### src/rtl/rmlv_pkg.sv
// rmlv_pkg: shared types, codes and default sizes for the region majority vote block
// no dependencies; used by rmlv_ctrl, rmlv_dp and region_majority_label_vote_top
package rmlv_pkg;

	localparam int MAX_REGIONS_DEF = 64;
	localparam int NUM_LABELS_DEF  = 256;
	localparam int COUNT_BITS_DEF  = 20;

	localparam int ACTION_W  = 2;
	localparam int REGION_W  = 6;
	localparam int LABEL_W   = 8;
	localparam int RCOUNT_W  = 7;
	localparam int CFG_IDX_W = 1;
	localparam int CFG_DAT_W = 8;

	localparam logic [RCOUNT_W-1:0] REGION_COUNT_RST  = 7'd64;
	localparam logic [LABEL_W-1:0]  INVALID_LABEL_RST = 8'd0;

	localparam logic [ACTION_W-1:0] ACT_ADD   = 2'd0;
	localparam logic [ACTION_W-1:0] ACT_QUERY = 2'd1;
	localparam logic [ACTION_W-1:0] ACT_CLEAR = 2'd2;
	localparam logic [ACTION_W-1:0] ACT_NONE  = 2'd3;

	localparam logic [CFG_IDX_W-1:0] REG_REGION_COUNT  = 1'b0;
	localparam logic [CFG_IDX_W-1:0] REG_INVALID_LABEL = 1'b1;

	typedef enum logic [2:0] {
		ST_CLEAR,
		ST_IDLE,
		ST_SCAN,
		ST_DRAIN,
		ST_DONE
	} state_t;

	typedef struct packed {
		logic add_rd;
		logic scan_start;
		logic scan_rd;
		logic clr_start;
		logic clr_wr;
		logic fin;
	} cmd_t;

	typedef struct packed {
		logic region_ok;
		logic add_busy;
		logic out_busy;
		logic scan_last;
		logic clr_last;
	} sts_t;

endpackage

### src/rtl/rmlv_ctrl.sv
// rmlv_ctrl: controller state machine for the region majority vote block
// depends on rmlv_pkg; drives commands into rmlv_dp and reads its status
module rmlv_ctrl (
	input  logic                          clk,
	input  logic                          arst_n,
	input  logic                          in_valid,
	input  logic [rmlv_pkg::ACTION_W-1:0] action,
	input  rmlv_pkg::sts_t                sts,
	output logic                          in_stall,
	output rmlv_pkg::cmd_t                cmd
);

	rmlv_pkg::state_t state_q;
	rmlv_pkg::state_t state_nx;
	logic             accept;

	always_ff @(posedge clk or negedge arst_n) begin
		if (!arst_n) begin
			state_q <= rmlv_pkg::ST_CLEAR;
		end else begin
			state_q <= state_nx;
		end
	end

	always_comb begin
		state_nx = state_q;
		cmd      = '0;
		in_stall = 1'b1;
		accept   = 1'b0;
		case (state_q)
			rmlv_pkg::ST_CLEAR: begin
				cmd.clr_wr = 1'b1;
				if (sts.clr_last) begin
					state_nx = rmlv_pkg::ST_IDLE;
				end
			end
			rmlv_pkg::ST_IDLE: begin
				in_stall = ((action != rmlv_pkg::ACT_ADD) && sts.add_busy) ||
					((action == rmlv_pkg::ACT_QUERY) && sts.out_busy);
				accept = in_valid && !in_stall;
				if (accept) begin
					case (action)
						rmlv_pkg::ACT_ADD: begin
							cmd.add_rd = 1'b1;
						end
						rmlv_pkg::ACT_QUERY: begin
							cmd.scan_start = 1'b1;
							state_nx = sts.region_ok ? rmlv_pkg::ST_SCAN : rmlv_pkg::ST_DONE;
						end
						rmlv_pkg::ACT_CLEAR: begin
							cmd.clr_start = 1'b1;
							state_nx = rmlv_pkg::ST_CLEAR;
						end
						default: begin
						end
					endcase
				end
			end
			rmlv_pkg::ST_SCAN: begin
				cmd.scan_rd = 1'b1;
				if (sts.scan_last) begin
					state_nx = rmlv_pkg::ST_DRAIN;
				end
			end
			rmlv_pkg::ST_DRAIN: begin
				state_nx = rmlv_pkg::ST_DONE;
			end
			rmlv_pkg::ST_DONE: begin
				cmd.fin  = 1'b1;
				state_nx = rmlv_pkg::ST_IDLE;
			end
			default: begin
				state_nx = rmlv_pkg::ST_IDLE;
			end
		endcase
	end

endmodule

### config.mk
export PLATFORM = sky130hd
export DESIGN_NAME = rmlv_ctrl
export DESIGN_NICKNAME = d
export VERILOG_FILES = /design/src/rtl/rmlv_pkg.sv /design/src/rtl/rmlv_ctrl.sv
export SDC_FILE = /design/constraint.sdc
export NUM_CORES = 1
export LEC_CHECK = 0
export ABC_AREA = 1
export BUFFER_PORTS_ARGS = -buffer_cell sky130_fd_sc_hd__buf_2
export CAP_MARGIN = 10
export CORE_AREA = 4 4 41 43
export CTS_CLUSTER_SIZE = 12
export DETAILED_ROUTE_END_ITERATION = 10
export DIE_AREA = 0 0 45 47
export PLACE_DENSITY = 0.47
export SYNTH_ARGS = -nofsm -noshare
export SYNTH_HDL_FRONTEND = slang
export SYNTH_SLANG_ARGS = --single-unit
### constraint.sdc
create_clock -name clk -period 1.54 [get_ports clk]
set_input_delay 0.308 -clock clk [delete_from_list [all_inputs] [get_ports clk]]
set_output_delay 0.308 -clock clk [all_outputs]
set_load 0.01 [all_outputs]
### After elaboration in Yosys (flattened, before gate mapping)

Cells that the tools add are included.

* memory bits (read-only): 0
* word-level logic and storage cells: 37
* memories kept: 0
* register bits: 3
* bits in latches: 0
* memory bits (writable): 0

* shifts and indexed selects: 0
* reductions and logical operators: 9
* mux-type cells: 17
* equal/unequal tests: 10
* bitwise logic cells: 0
* div/mod/pow operators: 0
* multipliers: 0
* $add $sub $neg: 0
* order comparisons: 0

Operators with widths (count)
* $mux 3: 4
* $pmux 3 s4: 1
* $mux 1: 9
* $eq 3x2->1 const B: 2
* $ne 2x2->1 const B: 3
* $pmux 3 s2: 1
* $mux 2: 2
* $reduce_and 4->1: 1
* $eq 3x1->1 const B: 1
* $eq 3x3->1 const B: 1
* $logic_and 1x1->1: 3
* $logic_not 3->1: 1
* $ne 3x2->1 const B: 1
* $eq 2x1->1 const B: 1
* $eq 2x2->1 const B: 1
* $logic_not 2->1: 1
* $reduce_bool 2->1: 1
* $logic_not 1->1: 1
* $logic_or 1x1->1: 1

### Depth between registers and ports, before layout

Gate-level depths: netlist of the first run.

* depth after elaboration: 7
* depth in mapped cells: 8
* mapped depth without buffers: 8

### Worst setup path before layout of the first run

Ideal clock, no wire load.

* path kind: flip-flop to output port
* from: register state_q[2]
* to: output cmd[2] in the netlist's numbering
* data required time: 1.232 ns
* cell stages (with the launch flop): 6
* data arrival time: 0.931 ns
* path slack: 0.301 ns
* cells stage by stage: dfrtp_1 -> inv_2 -> nand2_2 -> nor2_4 -> nand2_2 -> nor2_1

RTL lines
* start: declaration: line rmlv_ctrl.sv:13 `rmlv_pkg::state_t state_q;`
* start signal: assignment: line rmlv_ctrl.sv:19 `state_q <= rmlv_pkg::ST_CLEAR;`
* start signal: assignment: line rmlv_ctrl.sv:21 `state_q <= state_nx;`
* end: declaration: line rmlv_ctrl.sv:10 `output rmlv_pkg::cmd_t cmd`

==> impl_results.md, run 1 <==
- Post-DRT Antenna Nets: 0
- DP Wirelength: 578 um
- Layout cells sized above 1: 47.9%
- Core area: 1300 um2
- VDD IR max: 893 uV
- Slowest Stage Delay on Critical Path: 380 ps
- First-pass GRT wire length: 1240 um
- Max Buffers Root-to-Sink: 2
- Layout net count: 82
- Worst slew margin: 85.0%
- Post-CTS sizing: 0
- Crit-path cells: inv_2 > nand2_2 > nor2_4 > inv_2 > nor3b_2 > buf_2
- Post-synth top flop: dfrtp_1
- CP max-delay cell: dfrtp_1
- Syn avg cell area: 6.23 um2
- Post-synth net total: 56
- Clk Latency, worst-skew pair: 230 ps
- Minimum clock period: 1490 ps
- Layout fillers: 157
- Cell Rows: 13
- Root buf cell: clkbuf_4
- Status: completed
- Worst-margin pin slew: 226 ps
- CP most frequent cell: inv_2
- Hold WC Path Type: in2async
- Critical Path Start Type: flop
- CP Class: reg2out
- Final core occ: 34.7%
- PortBufs: 16
- Final count of hold timing violations: 0
- Top Ports: 17
- Leakage: 0.280 nW
- Fmax: 0.671 GHz
- NetSw: 0.000355 W
- Register share of total power: 20.0%
- Max Fanout on Critical Path: 4
- Cell area power density: 1730 nW/um2
- Vias in the first global route: 324
- RSZ-0062 raised after global routing: true
- CTS clock-pin slew for the worst setup and hold paths: 40 ps
- Router iterations before antenna repair: 5
- Post-synthesis register bit count: 3
- Top cell type's share of synthesized area: 26.2%
- Initial antenna violation count: 0
- First DRT Iteration DRCs: 4
- WL final: 730 um
- Biggest register: state_q
- Area Growth Syn to Fin: 57.6%
- H-tree Lvls: 1
- DRC Markers: 0
- Switch share: 45.6%
- Initial Utilization: 22.0%
- Post-synthesis cell area: 287 um2
- Post-DR vias/cell: 4.00
- Top post-synthesis cells by area: dfrtp_1, nand2_1, inv_1
- Critical Path End Type: output port
- Worst Skew: 2.53 ps
- Max reg flops: 3
- Post-synth ARST share: 100%
- CP arrival: 1180 ps
- Die Span Y: 47 um
- Path depth of the worst reg2reg path: 7
- N_diodes: 0
- Count of final max-slew check failures: 0
- GR Util All Layers: 8.62%
- Top delay family on crit path: flip-flops
- WL/cell: 8.49 um
- Crit path depth: 6
- Clock network power share: 17.7%
- Registers with the most flip-flops: state_q: 3 flops
- MaxCap Viol Count: 0
- Cell-internal power: 0.000424 W
- Placer Congestion: 0.786
- Yosys warning total: 0
- Register area share after synthesis: 26.2%
- Largest net degree at the start of global routing: 6
- Post-synth top area cell: dfrtp_1
- DIE AREA: 2120 um2
- Buffers & Inverters on Critical Path: 3
- Total CTS buffers: 3
- Syn Inst Count: 46
- Final setup TNS: 0 ps
- Synth cell count leaders: nand2_1, inv_1, nor2_1
- CTS tree: done
- Routed via count: 344
- Gr ovfl total: 0
- Die width: 45 um
- Most frequent cell after synthesis: nand2_1
- Worst EP required: 1230 ps
- Endpoints failing setup: 0
- Period utilisation layout: 96.8%
- Synth cell types: 18
- Combinational power share: 62.3%
- CTS Sinks: 3
- EDFF count, synth: 0
[path summary, 6_finish.rpt]
kind | slack (ps) | endpoint | start
worst max-delay path | 50 | cmd[5] | state_q[2]
worst min-delay path | 390 | state_q[0] | arst_n
worst max register to register | 450 | state_q[2] | state_q[0]
worst min register to register | 720 | state_q[1] | state_q[2]
max in group asynchronous | 1040 | state_q[1] | arst_n
min in group clk | 400 | state_q[2] | sts[4]
[power by group through the flow]
| stage | sequential (W) | clock [W] | combinational (W) |
|---|---|---|---|
| 6_report | 0.000156 | 0.000138 | 0.000486 |
| 5_1_grt | 0.000159 | 0.000166 | 0.000564 |
| 4_1_cts | 0.000156 | 0.000146 | 0.000471 |
| 3_5_place_dp | 0.000172 | 0 | 0.000395 |
| 3_3_place_gp | 0.000174 | 0 | 0.000396 |
| 2_1_floorplan | 0.000163 | 0 | 0.000295 |
[area by class of cell]
type	instances	area [um2]	area share [%]
clock buffers	4	26.3	5.82
inverters	12	45.0	9.97
multi-input cells	31	166	36.8
flip-flops and latches	3	75.1	16.6
well taps	15	18.8	4.16
repair buffers	21	120	26.6
[placed cells by master (no fill, tap or decap), drive strengths merged]
master,instances
dlygate4sd3,1
nor2,7
clkbuf,4
nor3b,1
nand2,13
o21ai,2
nand4,2
dfrtp,3
a21oi,1
nand3,2
buf,20
inv,11
nor3,3
clkinv,1
[stage by stage]
| stage | power (W) | instance area, um2 | setup WS, ps | hold slack, ps | instances |
|---|---|---|---|---|---|
| floorplan | 0.000458 | 287 | 301 | 12.4 | 46 |
| global placement | 0.000570 | 385 | 232 | 106 | 77 |
| detailed placement | 0.000567 | 385 | 216 | 103 | 77 |
| CTS | 0.000773 | 444 | 9.46 | 382 | 85 |
| global route | 0.000889 | 452 | -49.6 | 378 | 86 |
| finish | 0.000779 | 452 | 48.8 | 393 | 86 |
[timing repair]
item,in CTS,in global routing
buffers inserted,3,1
endpoints found under the setup margin,3,3
hold buffers,1,0
hold endpoints to repair,3,0
pin swaps,1,3
[kinds of logic after synthesis]
logic type	after synthesis	synth area share (%)
flip-flops	3	26.2
AND/OR/NAND/NOR	28	52.8
buffers and inverters	12	15.7
AO/OA/AOI/OAI	3	5.24
[routing by layer]
layer / vias to the layer above / share of wire, % / track usage, %
met3: 2 / 12 / 2.68
met1: 136 / 45 / 9.13
met2: 17 / 41 / 13.3
met4: 0 / 2.1 / 8.77
met5: - / 0 / 0
li1: 189 / - / -
(Power assumes the default switching activity.)
==> run 2, diff against run 1 <==
--- a/config.mk
+++ b/config.mk
@@ -5,14 +5,14 @@
 export SDC_FILE = /design/constraint.sdc
 export NUM_CORES = 1
 export LEC_CHECK = 0
-export ABC_AREA = 1
+export ABC_AREA = 0
 export BUFFER_PORTS_ARGS = -buffer_cell sky130_fd_sc_hd__buf_2
 export CAP_MARGIN = 10
 export CORE_AREA = 4 4 41 43
 export CTS_CLUSTER_SIZE = 12
 export DETAILED_ROUTE_END_ITERATION = 10
 export DIE_AREA = 0 0 45 47
-export PLACE_DENSITY = 0.47
+export PLACE_DENSITY = 0.46
 export SYNTH_ARGS = -nofsm -noshare
 export SYNTH_HDL_FRONTEND = slang
 export SYNTH_SLANG_ARGS = --single-unit
==> impl_results.md, run 2 <==
- Slowest Stage Delay on Critical Path: 370 ps
- VDD IR max: 315 uV
- Leading cell type in the layout, fill and taps excluded: buf_2
- Post-synth top flop: dfrtp_1
- Area of the multi-input gates: 195 um2
- Register area share after synthesis: 28.6%
- Yosys warning total: 0
- FF-to-FF End: state_q[1]
- Period utilisation layout: 97.6%
- WL final: 730 um
- Post-synthesis cell area: 263 um2
- Post-synth top area cell: dfrtp_1
- DIE AREA: 2120 um2
- Fmax: 0.665 GHz
- Post-CTS repair timing setup buffer count: 0
- Post-synth ARST share: 100%
- Cell area power density: 730 nW/um2
- Met3 Track Usage GR: 1.15%
- Worst Skew: 1.61 ps
- H-tree Lvls: 1
- GR Util All Layers: 8.23%
- Worst Hold Launch: sts[1]
- Post-synthesis adder-cell area fraction: 0%
- First DRT Iteration DRCs: 1
- Post-DR vias/cell: 4.28
- DRC Markers: 0
- Leakage: 0.224 nW
- Syn Inst Count: 32
- Layout fillers: 145
- GRT met1 Usage: 11.2%
- Top post-synthesis cells by area: dfrtp_1, nor2b_1, and3b_1
- XOR/XNOR share of the synthesized area: 0%
- N_diodes: 0
- Cell Rows: 13
- Largest net degree at the start of global routing: 10
- Routed via count: 304
- Final count of hold timing violations: 0
- Area share of and/or/nand/nor cells after synthesis: 46.2%
- Worst-margin pin slew: 248 ps
- WL/cell: 10.3 um
- Worst EP required: 1230 ps
- Root buf cell: clkbuf_4
- Post-DRT Antenna Nets: 0
- Status: completed
- Critical Path Start Type: flop
- Critical Path End Type: output port
- Total CTS buffers: 3
- Worst slew margin: 83.4%
- Endpoints failing setup: 0
- Core area: 1300 um2
- Compound-Gate Fraction of Synth Area: 20.5%
- CTS Sinks: 3
- Crit-path cells: nor3b_2 > buf_4 > nand2_2 > nor3_2 > buf_2
- Max reg flops: 3
- Post-synthesis register bit count: 3
- Flop2flop setup slack: 500 ps
- Vias in the first global route: 302
- Post-synth net total: 42
- Gr ovfl total: 0
- RSZ-0062 raised after global routing: true
- Max Buffers Root-to-Sink: 2
- Layout net count: 67
- CP arrival: 1190 ps
- MaxCap Viol Count: 0
- Hold Worst Slack: 312 ps
- PortBufs: 16
- CTS clock-pin slew for the worst setup and hold paths: 40 ps
- CP max-delay cell: dfrtp_1
- Hold WC Path Type: in2reg
- Mux contribution to synthesized area: 0%
- Registers with the most flip-flops: state_q: 3 flops
- Layout cells sized above 1: 55.4%
- Syn avg cell area: 8.21 um2
- Top cell type's share of synthesized area: 28.6%
- Placer Congestion: 0.712
- Reg area: 75.1 um2
- GRT met2 Usage: 11.3%
- First-pass GRT wire length: 1220 um
- Area Growth Syn to Fin: 68.6%
- Die width: 45 um
- Largest family of logic cells by synthesized area: simple AND/OR/NAND/NOR gates
- Die Span Y: 47 um
- Router iterations before antenna repair: 2
- Path depth of the worst reg2reg path: 4
- Minimum clock period: 1500 ps
- Hold path depth: 3
- Initial antenna violation count: 0
- R2R Path Start: state_q[1]
- Synth cell types: 17
- Count of final max-slew check failures: 0
- Biggest register: state_q
- Synth cell count leaders: nand2_1, nor2b_1, dfrtp_1, nor2_1, nor3_1
- Placement Cell Area: 387 um2
- Initial Utilization: 20.2%
- GRT Max-Usage Layer: met2
- Final setup TNS: 0 ps
- Most frequent cells in the layout: buf_2, nor2b_1, buf_4
- Post-route design area: 443 um2
- EDFF count, synth: 0
- Clk Latency, worst-skew pair: 230 ps
- Top Ports: 17
- Hold Crit Endpoint: state_q[0]
- Max Fanout on Critical Path: 3
- CTS tree: done
- CP Class: reg2out
-- run 2: kinds of logic (layout without fill, tap and decap cells) --
logic type,after synthesis,after routing
AND/OR/NAND/NOR,21,21
buffers and inverters,3,27
AO/OA/AOI/OAI,5,5
flip-flops,3,3
-- run 2: where the power goes --
part	internal [W]	switching, W
Combinational	0.0000528	0.0000500
Clock	0.0000969	0.0000375
Sequential	0.0000840	0.00000227
-- run 2: worst max-delay path, delay by kind of cell, from the launching register on --
kind                   cells  cell delay (ps)
and+or+nand+nor            3              310
DFF                        1              370
buffers and inverters      2              290
-- run 2: layout make-up --
type / instances / share of cell area [%]
Timing Repair Buffer: 21 / 27.1
Tap cell: 15 / 4.24
Sequential cell: 3 / 16.9
Inverter: 2 / 1.69
Multi-Input combinational cell: 26 / 44.1
Clock buffer: 4 / 5.93
-- run 2: repair_timing --
item	4_1_cts	5_1_grt
gates cloned	0	0
hold endpoints to repair	3	0
hold buffers	1	0
endpoints found under the setup margin	3	4
pin swaps	3	3
resized for setup	3	2
-- run 2: metrics by stage --
step	cells	utilization (%)	power (W)	setup slack (ps)
4_1_cts	71	33.5	0.000331	-24.4
6_report	71	34.0	0.000323	37.1
3_3_place_gp	66	29.7	0.000183	149
3_5_place_dp	66	29.7	0.000182	149
2_1_floorplan	32	-	0.000138	138
5_1_grt	71	34.0	0.000353	-60.7
-- run 2: metal layers --
metal	wire length (um)	vias to the layer above
met5	0	-
met4	0	0
met3	65	0
met2	304	14
met1	360	126
li1	-	164
-- run 2: how the worst max path moves through the flow --
stage,start,end,cells past startpoint
floorplan,state_q[0],cmd[5],4
global placement,action[1],cmd[4],4
detailed placement,action[1],cmd[4],4
CTS,state_q[1],cmd[5],5
global route,state_q[2],cmd[4],5
finish,state_q[2],cmd[5],5
